--- config.mk ---
export PLATFORM = sky130hd
export DESIGN_NAME = response_packet_deframer_unit
export DESIGN_NICKNAME = d
export VERILOG_FILES = /design/src/sv/rpd_pkg.sv /design/src/sv/rpd_cfg_regs.sv /design/src/sv/rpd_frame_core.sv /design/src/sv/response_packet_deframer_unit.sv
export SDC_FILE = /design/constraint.sdc
export NUM_CORES = 1
export LEC_CHECK = 0
export ABC_CLOCK_PERIOD_IN_PS = 25400
export BUFFER_PORTS_ARGS = -buffer_cell sky130_fd_sc_hd__buf_2
export CAP_MARGIN = 20
export CORE_AREA = 2 2 122 154
export CTS_BUF_LIST = sky130_fd_sc_hd__clkbuf_4
export DETAILED_ROUTE_END_ITERATION = 16
export DIE_AREA = 0 0 124 156
export PLACE_DENSITY = 0.87
export SLEW_MARGIN = 20
export SYNTH_ARGS = -nofsm -noshare
export SYNTH_HDL_FRONTEND = slang
export SYNTH_SLANG_ARGS = --single-unit
export TNS_END_PERCENT = 50
--- constraint.sdc ---
create_clock -name clk -period 25.4 [get_ports clk]
set_input_delay 1.27 -clock clk [delete_from_list [all_inputs] [get_ports clk]]
set_output_delay 1.27 -clock clk [all_outputs]
set_load 0.01 [all_outputs]
--- src/sv/rpd_pkg.sv ---
// ---------------------------------------------------------------------------
// rpd_pkg: shared definitions for the response packet deframer
// Command, status and register codes, frame constants and the result record.
// ---------------------------------------------------------------------------
package rpd_pkg;

  // Input commands
  localparam logic [1:0] CMD_BYTE  = 2'd0;
  localparam logic [1:0] CMD_TICK  = 2'd1;
  localparam logic [1:0] CMD_START = 2'd2;

  // Result status codes
  localparam logic [1:0] STATUS_OK       = 2'd0;
  localparam logic [1:0] STATUS_TIMEOUT  = 2'd1;
  localparam logic [1:0] STATUS_BAD_HDR  = 2'd2;
  localparam logic [1:0] STATUS_TOO_LONG = 2'd3;

  // Frame constants
  localparam logic [7:0] HDR_BYTE0      = 8'hEF;
  localparam logic [7:0] HDR_BYTE1      = 8'h01;
  localparam logic [7:0] KIND_ACK       = 8'h07;
  localparam logic [7:0] CONFIRM_NONE   = 8'hFF;
  localparam int         HDR_BYTES      = 9;
  localparam int         CONF_MIN_BYTES = 12;

  // Configuration port
  localparam int         PADDR_W         = 3;
  localparam int         PDATA_W         = 32;
  localparam logic       REG_IDX_TIMEOUT = 1'b0;
  localparam logic [15:0] TIMEOUT_RESET  = 16'd1000;

  localparam int MAX_FRAME_BYTES_DEF = 64;

  typedef struct packed {
    logic [1:0]  status;
    logic [7:0]  confirm_code;
    logic [31:0] device_address;
    logic [7:0]  packet_kind;
    logic [15:0] declared_length;
    logic [15:0] first_word;
    logic [15:0] second_word;
    logic [6:0]  bytes_received;
  } rpd_result_t;

endpackage

--- src/sv/rpd_cfg_regs.sv ---
// ---------------------------------------------------------------------------
// rpd_cfg_regs: configuration register file
// APB-style access to the timeout register; zero wait states.
// ---------------------------------------------------------------------------
module rpd_cfg_regs
  import rpd_pkg::*;
(
  input  logic               clk,
  input  logic               rst,
  input  logic               psel,
  input  logic               penable,
  input  logic               pwrite,
  input  logic [PADDR_W-1:0] paddr,
  input  logic [PDATA_W-1:0] pwdata,
  output logic [PDATA_W-1:0] prdata,
  output logic               pready,
  output logic [15:0]        timeout_limit
);

  logic wr_en;
  logic sel_timeout;

  assign pready      = 1'b1;
  assign wr_en       = psel && penable && pwrite;
  assign sel_timeout = (paddr[PADDR_W-1] == REG_IDX_TIMEOUT);

  always_ff @(posedge clk) begin
    if (rst) begin
      timeout_limit <= TIMEOUT_RESET;
    end else if (wr_en && sel_timeout) begin
      timeout_limit <= pwdata[15:0];
    end
  end

  assign prdata = sel_timeout ? {(PDATA_W - 16)'(0), timeout_limit} : '0;

endmodule

--- src/sv/rpd_frame_core.sv ---
// ---------------------------------------------------------------------------
// rpd_frame_core: frame state and per-beat update
// Holds the reception state and computes the next state and result for one
// registered beat in a single pass.
// ---------------------------------------------------------------------------
module rpd_frame_core
  import rpd_pkg::*;
#(
  parameter int MAX_FRAME_BYTES = MAX_FRAME_BYTES_DEF
) (
  input  logic        clk,
  input  logic        rst,
  input  logic        step,
  input  logic [1:0]  command,
  input  logic [7:0]  byte_value,
  input  logic [15:0] timeout_limit,
  output logic        res_fire,
  output rpd_result_t result
);

  localparam int CNT_W = $clog2(MAX_FRAME_BYTES + 1);

  localparam logic [CNT_W-1:0] POS_HDR0  = CNT_W'(0);
  localparam logic [CNT_W-1:0] POS_HDR1  = CNT_W'(1);
  localparam logic [CNT_W-1:0] POS_ADDR0 = CNT_W'(2);
  localparam logic [CNT_W-1:0] POS_ADDR1 = CNT_W'(3);
  localparam logic [CNT_W-1:0] POS_ADDR2 = CNT_W'(4);
  localparam logic [CNT_W-1:0] POS_ADDR3 = CNT_W'(5);
  localparam logic [CNT_W-1:0] POS_KIND  = CNT_W'(6);
  localparam logic [CNT_W-1:0] POS_LENH  = CNT_W'(7);
  localparam logic [CNT_W-1:0] POS_LENL  = CNT_W'(8);
  localparam logic [CNT_W-1:0] POS_CONF  = CNT_W'(9);
  localparam logic [CNT_W-1:0] POS_W0H   = CNT_W'(10);
  localparam logic [CNT_W-1:0] POS_W0L   = CNT_W'(11);
  localparam logic [CNT_W-1:0] POS_W1H   = CNT_W'(12);
  localparam logic [CNT_W-1:0] POS_W1L   = CNT_W'(13);
  localparam logic [CNT_W-1:0] HDR_CNT   = CNT_W'(HDR_BYTES);
  localparam logic [CNT_W-1:0] CONF_CNT  = CNT_W'(CONF_MIN_BYTES);

  // Control state
  logic             receiving, receiving_next;
  logic [CNT_W-1:0] byte_count, byte_count_next;
  logic [15:0]      elapsed_ms, elapsed_ms_next;
  logic             header_ok, header_ok_next;
  logic [CNT_W-1:0] frame_total, frame_total_next;
  // Captured fields
  logic [31:0]      frame_address, frame_address_next;
  logic [7:0]       frame_kind, frame_kind_next;
  logic [15:0]      frame_length, frame_length_next;
  logic [7:0]       frame_confirm, frame_confirm_next;
  logic [15:0]      word0, word0_next;
  logic [15:0]      word1, word1_next;

  logic [16:0]      total_sum;
  logic [1:0]       status;

  always_comb begin
    receiving_next     = receiving;
    byte_count_next    = byte_count;
    elapsed_ms_next    = elapsed_ms;
    header_ok_next     = header_ok;
    frame_total_next   = frame_total;
    frame_address_next = frame_address;
    frame_kind_next    = frame_kind;
    frame_length_next  = frame_length;
    frame_confirm_next = frame_confirm;
    word0_next         = word0;
    word1_next         = word1;
    total_sum          = '0;
    res_fire           = 1'b0;
    status             = STATUS_OK;

    if (step) begin
      unique case (command)
        CMD_START: begin
          receiving_next     = 1'b1;
          byte_count_next    = '0;
          elapsed_ms_next    = '0;
          header_ok_next     = 1'b0;
          frame_total_next   = '0;
          frame_address_next = '0;
          frame_kind_next    = '0;
          frame_length_next  = '0;
          frame_confirm_next = '0;
          word0_next         = '0;
          word1_next         = '0;
          if (timeout_limit == 16'd0) begin
            res_fire = 1'b1;
            status   = STATUS_TIMEOUT;
          end
        end
        CMD_TICK: begin
          if (receiving) begin
            elapsed_ms_next = elapsed_ms + 16'd1;
            if (elapsed_ms_next >= timeout_limit) begin
              res_fire = 1'b1;
              status   = STATUS_TIMEOUT;
            end
          end
        end
        CMD_BYTE: begin
          if (receiving) begin
            byte_count_next = byte_count + CNT_W'(1);
            unique case (byte_count)
              POS_HDR0: header_ok_next = (byte_value == HDR_BYTE0);
              POS_HDR1: header_ok_next = header_ok && (byte_value == HDR_BYTE1);
              POS_ADDR0, POS_ADDR1, POS_ADDR2, POS_ADDR3:
                frame_address_next = {frame_address[23:0], byte_value};
              POS_KIND: frame_kind_next = byte_value;
              POS_LENH: frame_length_next = {byte_value, 8'd0};
              POS_LENL: frame_length_next = {frame_length[15:8], byte_value};
              POS_CONF: frame_confirm_next = byte_value;
              POS_W0H:  word0_next = {byte_value, 8'd0};
              POS_W0L:  word0_next = {word0[15:8], byte_value};
              POS_W1H:  word1_next = {byte_value, 8'd0};
              POS_W1L:  word1_next = {word1[15:8], byte_value};
              default: ;
            endcase

            // Header and length verdict at the ninth byte
            total_sum = 17'(HDR_BYTES) + {1'b0, frame_length_next};
            if (byte_count_next == HDR_CNT) begin
              if (!header_ok_next) begin
                res_fire = 1'b1;
                status   = STATUS_BAD_HDR;
              end else if (total_sum > 17'(MAX_FRAME_BYTES)) begin
                res_fire = 1'b1;
                status   = STATUS_TOO_LONG;
              end else begin
                frame_total_next = CNT_W'(total_sum);
              end
            end
            if (!res_fire && byte_count_next >= HDR_CNT &&
                byte_count_next >= frame_total_next) begin
              res_fire = 1'b1;
              status   = STATUS_OK;
            end
          end
        end
        default: ;
      endcase
      if (res_fire) begin
        receiving_next = 1'b0;
      end
    end
  end

  always_comb begin
    result.status          = status;
    result.confirm_code    = (status == STATUS_OK && byte_count_next >= CONF_CNT &&
                              frame_kind_next == KIND_ACK) ? frame_confirm_next
                                                           : CONFIRM_NONE;
    result.device_address  = frame_address_next;
    result.packet_kind     = frame_kind_next;
    result.declared_length = frame_length_next;
    result.first_word      = word0_next;
    result.second_word     = word1_next;
    result.bytes_received  = 7'(byte_count_next);
  end

  always_ff @(posedge clk) begin
    if (rst) begin
      receiving   <= 1'b0;
      byte_count  <= '0;
      elapsed_ms  <= '0;
      header_ok   <= 1'b0;
      frame_total <= '0;
    end else begin
      receiving   <= receiving_next;
      byte_count  <= byte_count_next;
      elapsed_ms  <= elapsed_ms_next;
      header_ok   <= header_ok_next;
      frame_total <= frame_total_next;
    end
  end

  always_ff @(posedge clk) begin
    frame_address <= frame_address_next;
    frame_kind    <= frame_kind_next;
    frame_length  <= frame_length_next;
    frame_confirm <= frame_confirm_next;
    word0         <= word0_next;
    word1         <= word1_next;
  end

endmodule

--- src/sv/response_packet_deframer_unit.sv ---
// ---------------------------------------------------------------------------
// response_packet_deframer_unit: serial response frame deframer
// Collects one response frame per start beat and reports its status,
// header fields and first two payload words.
// ---------------------------------------------------------------------------
// Rate and timing: one input beat per clock, sustained while the result side
// keeps up. A beat lands in the input register at its accept edge and is
// processed by the frame core once the output register is empty or being
// taken; a result it closes is in the output register from the next edge,
// where out_valid rises and the result waits to be taken. The held beat
// only moves into the core while the output register is empty or being
// taken, so a result left waiting stalls the input: one more beat can
// still be taken into the input register, then in_ready stays low until
// the result is taken. Beat commands: byte, millisecond tick, start. A
// start opens a fresh reception (dropping any open one silently); each
// reception that is not dropped ends with exactly one result: ok,
// timeout, bad header or too long. The checksum is not checked. The user
// must write timeout_limit (register 0, reset 1000) only while the block
// is idle; the block itself does not enforce this.
// ---------------------------------------------------------------------------
module response_packet_deframer_unit
  import rpd_pkg::*;
#(
  parameter int MAX_FRAME_BYTES = MAX_FRAME_BYTES_DEF
) (
  input  logic               clk,
  input  logic               rst,
  // configuration port
  input  logic               psel,
  input  logic               penable,
  input  logic               pwrite,
  input  logic [PADDR_W-1:0] paddr,
  input  logic [PDATA_W-1:0] pwdata,
  output logic [PDATA_W-1:0] prdata,
  output logic               pready,
  // input beats
  input  logic               in_valid,
  output logic               in_ready,
  input  logic [1:0]         command,
  input  logic [7:0]         byte_value,
  // result beats
  output logic               out_valid,
  input  logic               out_ready,
  output logic [1:0]         status,
  output logic [7:0]         confirm_code,
  output logic [31:0]        device_address,
  output logic [7:0]         packet_kind,
  output logic [15:0]        declared_length,
  output logic [15:0]        first_word,
  output logic [15:0]        second_word,
  output logic [6:0]         bytes_received
);

  logic [15:0] timeout_limit;

  // input register
  logic        in_held;
  logic [1:0]  command_q;
  logic [7:0]  byte_q;

  // core handshake
  logic        step;
  logic        res_fire;
  rpd_result_t res_next;
  rpd_result_t res_q;

  rpd_cfg_regs u_cfg (
    .clk          (clk),
    .rst          (rst),
    .psel         (psel),
    .penable      (penable),
    .pwrite       (pwrite),
    .paddr        (paddr),
    .pwdata       (pwdata),
    .prdata       (prdata),
    .pready       (pready),
    .timeout_limit(timeout_limit)
  );

  // Held beat moves on when the result slot is free or drains this cycle.
  assign step     = in_held && (!out_valid || out_ready);
  assign in_ready = !in_held || step;

  always_ff @(posedge clk) begin
    if (rst) begin
      in_held <= 1'b0;
    end else if (in_ready) begin
      in_held <= in_valid;
    end
  end

  always_ff @(posedge clk) begin
    if (in_ready && in_valid) begin
      command_q <= command;
      byte_q    <= byte_value;
    end
  end

  rpd_frame_core #(
    .MAX_FRAME_BYTES(MAX_FRAME_BYTES)
  ) u_core (
    .clk          (clk),
    .rst          (rst),
    .step         (step),
    .command      (command_q),
    .byte_value   (byte_q),
    .timeout_limit(timeout_limit),
    .res_fire     (res_fire),
    .result       (res_next)
  );

  // output register: a fresh result overrides the drain of the old one
  always_ff @(posedge clk) begin
    if (rst) begin
      out_valid <= 1'b0;
    end else if (step && res_fire) begin
      out_valid <= 1'b1;
    end else if (out_valid && out_ready) begin
      out_valid <= 1'b0;
    end
  end

  always_ff @(posedge clk) begin
    if (step && res_fire) begin
      res_q <= res_next;
    end
  end

  assign status          = res_q.status;
  assign confirm_code    = res_q.confirm_code;
  assign device_address  = res_q.device_address;
  assign packet_kind     = res_q.packet_kind;
  assign declared_length = res_q.declared_length;
  assign first_word      = res_q.first_word;
  assign second_word     = res_q.second_word;
  assign bytes_received  = res_q.bytes_received;

endmodule

==> impl_metrics.yaml, run 1 <==
synth:
  ys_seq_area_share_pct: 57.7
  async_flop_share_pct: 0
  netlist.area_leader.share_pct: 31.2
  yosys_warnings: 0
  synth_ff_type: "dfxtp_1"
  synth_edf_count: 115
  netlist_area_um2: 11100
  yosysUniqueCellTypes: 76
  ys_top_cells_by_area: "edfxtp_1 (31%), dfxtp_1 (26%), a22o_1 (6.9%)"
  yosys.area.top_type: "edfxtp_1"
  ys_ff_latch: 261
  avgSynthCellArea_um2: 11.3
  syn_inst: 982
floorplanning:
  rows: 55
  core_area_um2: 17900
  fp.dieW_um: 124
  die_h_um: 156
  start_util_pct: 61.8
  io_pins: 192
  dieArea_um2: 19300
flow_run:
  maxCapViolations: 0
setup_path:
  required_ns: 25.69
  startpoint_type: "flop"
  critPathMaxFanout: 79
  cp.arrival_ns: 8.15
  cp_num_buf_inv: 4
  critical-path-top-delay-family: "compound AO/OA/AOI/OAI gates"
  crit_type: "reg -> reg"
  end_kind: "flop"
  slowest_delay_ns: 0.89
  worst_path_max_delay_cell: "and4bb_1"
grt:
  grt_max_degree: 80
  overflow: 0
  grt_pass1_vias: 8217
  grt_pass1_wl_um: 40400
  antenna_found_initial: 1
  grt_use_total_pct: 26.2
power_and_ir_drop:
  p_per_area_nw_per_um2: 63.8
  ir_drop_mv: 0.0383
  total_power_uw: 809
  leakage_uw: 0.00563
place:
  port_buffers: 156
  post-dp-hpwl_um: 16900
  dp_cells: 1310
  finalWeightedCongestion: 0.934
sta:
  fin_skew_ns: 0.0314
  slew_violations: 0
  hold_ws_ns: 0.463
  min_period_ns: 7.86
  worst_pin_slew_ns: 1.06
  min_period_over_period_pct: 30.9
  hold_viol_final: 0
  maxSlewHeadroom_pct: 28.7
  rsz0062_at_grt: "no"
  fmax_mhz: 127
  setup_violations: 0
  tns_ns: 0
drt:
  wl_met1_um: 10200
  vias: 8398
  wl_per_cell_um: 17.9
  drt_wl_total_um: 25500
  highest_layer: "met4"
  detail-route-antenna-nets: 0
  first_pass_iters: 5
  dr_wl_met3_um: 1800
  post_drt_via_cell_ratio: 5.89
  wl_met2_um: 12700
  drtIter0Drc: 484
  drc_errors: 0
clock_tree:
  post-cts-setup-buffer-count: 0
  clk_pin_slew_ns: 0.06
  clock-sinks: 261
  clock_latency_ns: 0.68
  cts_root_buffer: "clkbuf_4"
  cts_max_level: 2
  cts_resized: 0
  cts_tree: "built"
  numCtsBuffers: 61
  cts_hold_buf: 0
  ctsLongestPathBuffers: 3
layout:
  final_cells: 1425
  area_growth_pct: 14.6
  layout-drive-gt1-share_pct: 23.8
  register_area_um2: 6380
  multi_input_area_um2: 4250
  fillCellCount: 1289
  fin_nets: 1227
outcome:
  status: "completed"
min_path:
  hp-class: "reg -> reg"
worst reg2reg max path, stage by stage (launching register included):
cell and delay [ns]:
dfxtp_1 0.56, inv_1 0.18, ha_1 0.33, and3b_1 0.25
o21ai_1 0.51, a22oi_4 0.17, inv_1 0.13, ha_1 0.15
inv_1 0.06, a21oi_1 0.34, o211ai_1 0.21, mux2i_1 0.21
o221ai_1 0.21, and4bb_1 0.89, mux2_4 0.36, ha_1 0.27
nand2b_1 0.10, a21oi_1 0.06, o21ai_0 0.17, a31oi_1 0.15
a21o_1 0.17, a222oi_1 0.20, nor3b_1 0.30, a21bo_2 0.29
nand3_4 0.35, buf_4 0.85
metrics by stage:
| step | util [%] | setup slack, ns | cell area (µm²) |
|---|---|---|---|
| CTS | 70.8 | 17.59 | 12700 |
| floorplan | - | 17.15 | 11100 |
| detailed placement | 66.1 | 17.59 | 11800 |
| global placement | 66.1 | 17.83 | 11800 |
| finish | 70.8 | 17.54 | 12700 |
| global route | 70.8 | 17.01 | 12700 |
cell usage in the layout (no fill, tap or decap), types with 14 or more instances in the layout:
| cell | instances |
|---|---|
| a21oi_1 | 41 |
| a22o_1 | 87 |
| and3_1 | 19 |
| buf_2 | 156 |
| clkbuf_4 | 98 |
| conb_1 | 17 |
| dfxtp_1 | 146 |
| edfxtp_1 | 115 |
| ha_1 | 30 |
| inv_1 | 31 |
| nand2_1 | 62 |
| nand2b_1 | 20 |
| nand3_1 | 27 |
| nor2_1 | 71 |
| o21ai_0 | 35 |
| xnor2_1 | 14 |
synth_stat cells (all sizes together) (4+ instances only):
library cell / n
dfxtp: 146
edfxtp: 115
a22o: 87
nor2: 73
nand2: 62
o21ai: 46
a21oi: 42
clkbuf: 42
buf: 33
inv: 31
ha: 30
nand3: 28
and3: 20
nand2b: 20
a22oi: 14
xnor2: 14
or3: 13
nor3: 12
xor2: 12
mux2i: 10
nand4: 10
a21o: 8
a31oi: 8
nand3b: 8
nor2b: 8
and4: 7
o311ai: 7
a211o: 6
nor4: 6
and2: 5
a211oi: 4
o211ai: 4
logic make-up (layout without fill, tap and decap cells):
group | Yosys count | count (layout) | synth area share [%]
flip-flops | 261 | 261 | 57.7
multiplexers | 11 | 11 | 1.04
other | 2 | 18 | 0.0679
adder cells (fa/ha/maj) | 30 | 30 | 3.40
AO/OA/AOI/OAI | 257 | 257 | 17.3
AND/OR/NAND/NOR | 289 | 289 | 13.9
XOR/XNOR | 26 | 26 | 2.06
buffers and inverters | 106 | 305 | 4.59
layer usage:
metal | up-vias | global-route usage, %
met3 | 69 | 5.41
met1 | 3977 | 32.7
met4 | 0 | 11.3
met2 | 358 | 44.0
met5 | - | 0
li1 | 3994 | -
area by class of cell:
class                      instances  area share [%]
multi-input combinational        630            33.5
tap                              228            2.25
clock buffer                      98            5.81
antenna                            1          0.0197
inverter                          31           0.918
sequential                       261            50.3
timing repair buffer             160            6.40
clock inverter                    16           0.760
power breakdown:
group          internal, µW  switching, µW
combinational          5.50           10.8
clock                   185            162
sequential              437           8.08
flip-flops by register name (all words and copies together) (netlist names), 16 cells and up:
signal and flops:
u_core.word0 16, device_address 32, declared_length 16, first_word 16
u_core.word1 16, second_word 16, u_cfg.timeout_limit 16, u_core.frame_length 16
u_core.elapsed_ms 16, u_core.frame_address 32
worst paths after layout:
check | cells after the start | endpoint | start | slack, ns
worst min register to register | 2 | u_cfg.timeout_limit[13] | u_cfg.timeout_limit[13] | 0.46
worst min-delay path | 2 | u_cfg.timeout_limit[13] | u_cfg.timeout_limit[13] | 0.46
worst max register to register | 25 | device_address[25] | u_core.byte_count[0] | 17.54
worst max-delay path | 25 | device_address[25] | u_core.byte_count[0] | 17.54
Note: power is estimated with default switching activity, not from simulation.
==> run 2, diff against run 1 <==
--- a/config.mk
+++ b/config.mk
@@ -5,14 +5,14 @@
 export SDC_FILE = /design/constraint.sdc
 export NUM_CORES = 1
 export LEC_CHECK = 0
-export ABC_CLOCK_PERIOD_IN_PS = 25400
+export ABC_CLOCK_PERIOD_IN_PS = 6340
 export BUFFER_PORTS_ARGS = -buffer_cell sky130_fd_sc_hd__buf_2
 export CAP_MARGIN = 20
-export CORE_AREA = 2 2 122 154
+export CORE_AREA = 2 2 134 169
 export CTS_BUF_LIST = sky130_fd_sc_hd__clkbuf_4
 export DETAILED_ROUTE_END_ITERATION = 16
-export DIE_AREA = 0 0 124 156
-export PLACE_DENSITY = 0.87
+export DIE_AREA = 0 0 136 171
+export PLACE_DENSITY = 0.77
 export SLEW_MARGIN = 20
 export SYNTH_ARGS = -nofsm -noshare
 export SYNTH_HDL_FRONTEND = slang
==> constraint.sdc (replaced) <==
create_clock -name clk -period 6.34 [get_ports clk]
set_input_delay 0.317 -clock clk [delete_from_list [all_inputs] [get_ports clk]]
set_output_delay 0.317 -clock clk [all_outputs]
set_load 0.01 [all_outputs]
==> impl_metrics.yaml, run 2 (synthesis gave the netlist of run 1 again) <==
drt:
  detail-route-antenna-nets: 0
  wl_per_cell_um: 17.3
  first_pass_iters: 7
  drtIter0Drc: 526
  drt_wl_total_um: 26300
  drc_errors: 0
  vias: 8492
  post_drt_via_cell_ratio: 5.59
grt:
  grt_max_degree: 53
  grt_pass1_vias: 8344
  antenna_found_initial: 1
  overflow: 0
  grt_pass1_wl_um: 41900
  grt_use_total_pct: 22.5
min_path:
  min_from: "out_ready"
  hold_depth: 4
  worstHoldEndpoint: "out_valid"
  hp-class: "in -> reg"
sta:
  slew_violations: 0
  postLayoutSetupSlackWorst_ns: 0.556
  tns_ns: 0
  min_period_ns: 5.78
  hold_viol_final: 0
  fin_skew_ns: 0.0451
  setup_violations: 0
  min_period_over_period_pct: 91.2
  worst_pin_slew_ns: 1.10
  fmax_mhz: 173
  rsz0062_at_grt: "no"
  maxSlewHeadroom_pct: 26.2
clock_tree:
  numCtsBuffers: 60
  clock_latency_ns: 0.68
  cts_tree: "built"
  clock-sinks: 261
  clk_pin_slew_ns: 0.07
  cts_root_buffer: "clkbuf_4"
  cts_max_level: 2
  ctsLongestPathBuffers: 3
outcome:
  status: "completed"
floorplanning:
  io_pins: 192
  start_util_pct: 50.6
  dieArea_um2: 23300
  fp.dieW_um: 136
  core_area_um2: 21800
  rows: 61
  die_h_um: 171
setup_path:
  rrSetupSlack_ns: 0.56
  crit_type: "reg -> reg"
  rr_startpoint: "u_core.byte_count[1]"
  r2r_cells: 26
  startpoint_type: "flop"
  required_ns: 6.67
  critPathMaxFanout: 38
  end_kind: "flop"
  timing.rr.end: "second_word[11]"
  cp.arrival_ns: 6.11
layout:
  area_growth_pct: 19.1
  final_cell_mix: "buf_2 (156), dfxtp_1 (145), edfxtp_1 (115)"
  fin_nets: 1268
  utilization_pct: 60.3
  final_common_cell: "buf_2"
  fillCellCount: 1842
  multi_input_area_um2: 4250
  layout-drive-gt1-share_pct: 24.4
  register_area_um2: 6380
power_and_ir_drop:
  p_per_area_nw_per_um2: 247
  leakage_uw: 0.00583
  ir_drop_mv: 0.143
  total_power_uw: 3250
place:
  port_buffers: 156
  finalWeightedCongestion: 0.878
  post-dp-hpwl_um: 17400
  dp_slack_ns: 0.479
flow_run:
  maxCapViolations: 0
-- run 2: cell count changes in the layout (fill, tap and decap cells not counted), moves of 3 or more --
cell           change
dlygate4sd3_1     +28
clkinv_1           -4
buf_12             +3
buf_4             +11
-- run 2: per-stage QoR --
step	std cells	hold WS, ns	cell area (µm²)
floorplan	997	0.416	11100
global placement	1378	0.443	12000
detailed placement	1378	0.447	12000
CTS	1518	0.00833	13100
global route	1520	0.0487	13200
finish	1520	0.0907	13200
-- run 2: critical path, cell delays in order (launching register included) --
cell	delay (ns)
dfxtp_1	0.47
inv_1	0.13
ha_1	0.28
and3b_1	0.25
o21ai_1	0.12
buf_4	0.17
a22oi_4	0.09
inv_1	0.09
ha_1	0.14
inv_1	0.05
a21oi_1	0.31
o211ai_1	0.17
mux2i_1	0.18
o221ai_1	0.18
and4bb_1	0.35
buf_4	0.27
mux2i_1	0.13
ha_1	0.31
nand2_1	0.05
o21ai_0	0.15
a31oi_1	0.15
a21o_1	0.17
a222oi_1	0.20
nor3b_1	0.31
a21bo_2	0.30
nand3_4	0.14
buf_12	0.24
-- run 2: cell type report --
type,count,share of cell area [%]
flip-flops and latches,261,48.5
multi-input cells,630,32.3
repair buffers,202,9.37
clock buffers,99,5.65
well taps,283,2.69
inverters,31,0.884
clock inverters,13,0.656
diodes,1,0.0190
-- run 2: repair_timing --
item	in CTS	in global routing
hold buffers	28	0
hold endpoints to repair	27	0
endpoints found under the setup margin	0	105
buffers inserted	0	1
gates resized for setup	0	1
-- run 2: worst max path at each step --
| stage | start | endpoint | slack (ns) | depth (start not counted) |
|---|---|---|---|---|
| final | u_core.byte_count[1] | second_word[11] | 0.56 | 26 |
| after floorplan | u_core.byte_count[0] | bytes_received[0] | 0.19 | 25 |
| after global placement | u_core.byte_count[0] | declared_length[0] | 0.60 | 25 |
| after detailed placement | u_core.byte_count[0] | declared_length[0] | 0.48 | 25 |
| after global routing | u_core.byte_count[1] | second_word[12] | 0.04 | 26 |
| after CTS | u_core.byte_count[0] | second_word[12] | 0.43 | 25 |
-- run 2: routing by layer --
| layer | vias to the layer above | global-route usage, % | routed length (µm) |
|---|---|---|---|
| met5 | - | 0 | 0 |
| met4 | 0 | 10.1 | 765 |
| met3 | 61 | 4.47 | 1470 |
| met2 | 314 | 38.3 | 13200 |
| met1 | 4052 | 27.6 | 10900 |
| li1 | 4065 | - | - |
-- run 2: report_power, final --
| part | leakage [µW] | internal (µW) | switching [µW] |
|---|---|---|---|
| clock | 0.000503 | 747 | 631 |
| combinational | 0.00284 | 35.8 | 56.8 |
| sequential | 0.00249 | 1750 | 24.0 |
==> run 3, diff against run 2 <==
--- a/config.mk
+++ b/config.mk
@@ -5,13 +5,14 @@
 export SDC_FILE = /design/constraint.sdc
 export NUM_CORES = 1
 export LEC_CHECK = 0
+export ABC_AREA = 1
 export ABC_CLOCK_PERIOD_IN_PS = 6340
 export BUFFER_PORTS_ARGS = -buffer_cell sky130_fd_sc_hd__buf_2
 export CAP_MARGIN = 20
-export CORE_AREA = 2 2 134 169
+export CORE_AREA = 2 2 134 168
 export CTS_BUF_LIST = sky130_fd_sc_hd__clkbuf_4
 export DETAILED_ROUTE_END_ITERATION = 16
-export DIE_AREA = 0 0 136 171
+export DIE_AREA = 0 0 136 170
 export PLACE_DENSITY = 0.77
 export SLEW_MARGIN = 20
 export SYNTH_ARGS = -nofsm -noshare
==> impl_metrics.yaml, run 3 <==
outcome:
  status: "completed"
sta:
  maxSlewHeadroom_pct: 26.7
  tns_ns: 0
  worst_pin_slew_ns: 1.10
  min_period_over_period_pct: 82.9
  setup_violations: 0
  slew_violations: 0
  rsz0062_at_grt: "no"
  hold_viol_final: 0
  fin_skew_ns: 0.0426
  fmax_mhz: 190
  min_period_ns: 5.26
floorplanning:
  io_pins: 192
  core_area_um2: 21500
  die_h_um: 170
  dieArea_um2: 23100
  start_util_pct: 51.3
  fp.dieW_um: 136
  rows: 60
power_and_ir_drop:
  p_clk_share_pct: 40.9
  combPwrFrac_pct: 4.8
  seq_power_share_pct: 54.4
  switching_share_pct: 22.7
  ir_drop_mv: 0.138
  switchingPower_uw: 756
  p_int_uw: 2570
  p_per_area_nw_per_um2: 254
  leakage_uw: 0.00563
synth:
  async_flop_share_pct: 0
  netlist_area_um2: 11000
  ys_ff_latch: 261
  synth.most_common_cell: "nand2_1"
  syn_inst: 1155
  netlist.area_leader.share_pct: 31.4
  ys_seq_area_share_pct: 57.9
  ys_top_cells_by_area: "edfxtp_1 (31%), dfxtp_1 (27%), nand2_1 (6.3%)"
  synth_commonest_cells: "nand2_1 (184), inv_1 (178), dfxtp_1 (146)"
  synth_ff_type: "dfxtp_1"
  yosysUniqueCellTypes: 51
  yosys.area.top_type: "edfxtp_1"
  avgSynthCellArea_um2: 9.54
  yosys_warnings: 0
  synth_edf_count: 115
grt:
  grt_use_total_pct: 22.2
  overflow: 0
  grt_pass1_vias: 8441
  grt_max_degree: 48
  grt_pass1_wl_um: 40700
  antenna_found_initial: 1
layout:
  final_cells: 1706
  final_cell_mix: "nand2_1 (184), inv_1 (177), buf_2 (156)"
  layout-drive-gt1-share_pct: 22.7
  final_common_cell: "nand2_1"
  fillCellCount: 1794
  fin_nets: 1458
  area_growth_pct: 19.1
setup_path:
  crit_top_cell: "nand2_1"
  rrSetupSlack_ns: 1.08
  crit_type: "reg -> reg"
  startpoint_type: "flop"
  end_kind: "flop"
  r2r_cells: 32
  timing.rr.end: "declared_length[0]"
  critPathMaxFanout: 43
  worst_path_max_delay_cell: "inv_4"
  cp.arrival_ns: 5.60
  rr_startpoint: "u_core.byte_count[0]"
  slowest_delay_ns: 0.41
  required_ns: 6.68
drt:
  vias: 8810
  drc_errors: 0
  first_pass_iters: 5
  wl_per_cell_um: 15.2
  post_drt_via_cell_ratio: 5.16
  drt_wl_total_um: 25900
  drtIter0Drc: 568
  detail-route-antenna-nets: 0
min_path:
  min_from: "rst"
  hp-class: "in -> reg"
  worstHoldEndpoint: "u_core.frame_total[5]"
  hold_depth: 2
place:
  dp_cells: 1567
  port_buffers: 156
  finalWeightedCongestion: 0.918
  post-dp-hpwl_um: 17900
clock_tree:
  clock_latency_ns: 0.69
  cts_resized: 0
  cts_root_buffer: "clkbuf_4"
  cts_tree: "built"
  clk_pin_slew_ns: 0.07
  post-cts-setup-buffer-count: 0
  cts_hold_buf: 28
  clock-sinks: 261
  numCtsBuffers: 58
  cts_max_level: 2
  ctsLongestPathBuffers: 3
flow_run:
  maxCapViolations: 0
## run 3: worst max-delay path by stage
stage                     cells after the start                  from                  to  slack [ns]
after global routing                         32  u_core.byte_count[0]   bytes_received[1]        0.52
after detailed placement                     32  u_core.byte_count[0]  declared_length[8]        1.08
after CTS                                    32  u_core.byte_count[0]  declared_length[0]        1.07
after global placement                       32  u_core.byte_count[0]  declared_length[8]        1.14
after floorplan                              32  u_core.byte_count[0]   bytes_received[0]        0.29
final                                        32  u_core.byte_count[0]  declared_length[0]        1.08
## run 3: power by group through the flow
stage | Sequential, µW | Combinational [µW] | Clock [µW]
floorplan | 1840 | 107 | 0
global placement | 1850 | 137 | 0
detailed placement | 1850 | 142 | 0
CTS | 1810 | 157 | 1390
global route | 1810 | 177 | 1480
finish | 1810 | 159 | 1360
## run 3: cell families (layout without fill, tap and decap cells)
kind of cell	Yosys count	count (layout)	synth area share (%)
simple gates	405	405	17.2
compound gates	204	204	11.2
buf+inv	234	490	8.78
flops	261	261	57.9
fa+ha+maj	30	30	3.41
xor+xnor	19	19	1.51
other cells	2	18	0.0682
## run 3: layout make-up
type / instances / area [µm²] / share of cell area (%)
Inverter: 189 / 712 / 5.43
Timing Repair Buffer: 191 / 1130 / 8.59
Multi-Input combinational cell: 675 / 3730 / 28.5
Tap cell: 279 / 349 / 2.66
Antenna cell: 1 / 2.50 / 0.0191
Clock buffer: 97 / 728 / 5.55
Clock inverter: 13 / 86.3 / 0.658
Sequential cell: 261 / 6380 / 48.6
## run 3: through the flow
step	power [µW]	cell area, µm²	utilization (%)	setup slack (ns)	hold slack [ns]
global route	3470	13100	61.1	0.525	0.143
global placement	1980	12000	55.9	1.14	0.435
finish	3330	13100	61.1	1.08	0.139
detailed placement	1990	12000	55.9	1.08	0.444
CTS	3360	13100	61.0	1.07	0.0992
floorplan	1940	11100	-	0.288	0.416
## run 3: critical path: cells and delay by family (launching register included)
family / cells / cell delay (ns)
and+or+nand+nor: 19 / 1.79
adders and majority gates: 3 / 0.78
buffers and inverters: 5 / 1.10
xor gates and xnor gates: 1 / 0.23
DFF: 1 / 0.37
AOI/OAI and AO/OA: 4 / 0.66
## run 3: per-layer routing
layer | routed length [µm] | global-route usage, %
met2 | 12700 | 38.0
met3 | 1960 | 5.36
met5 | 0 | 0
met1 | 10400 | 26.2
met4 | 908 | 10.0
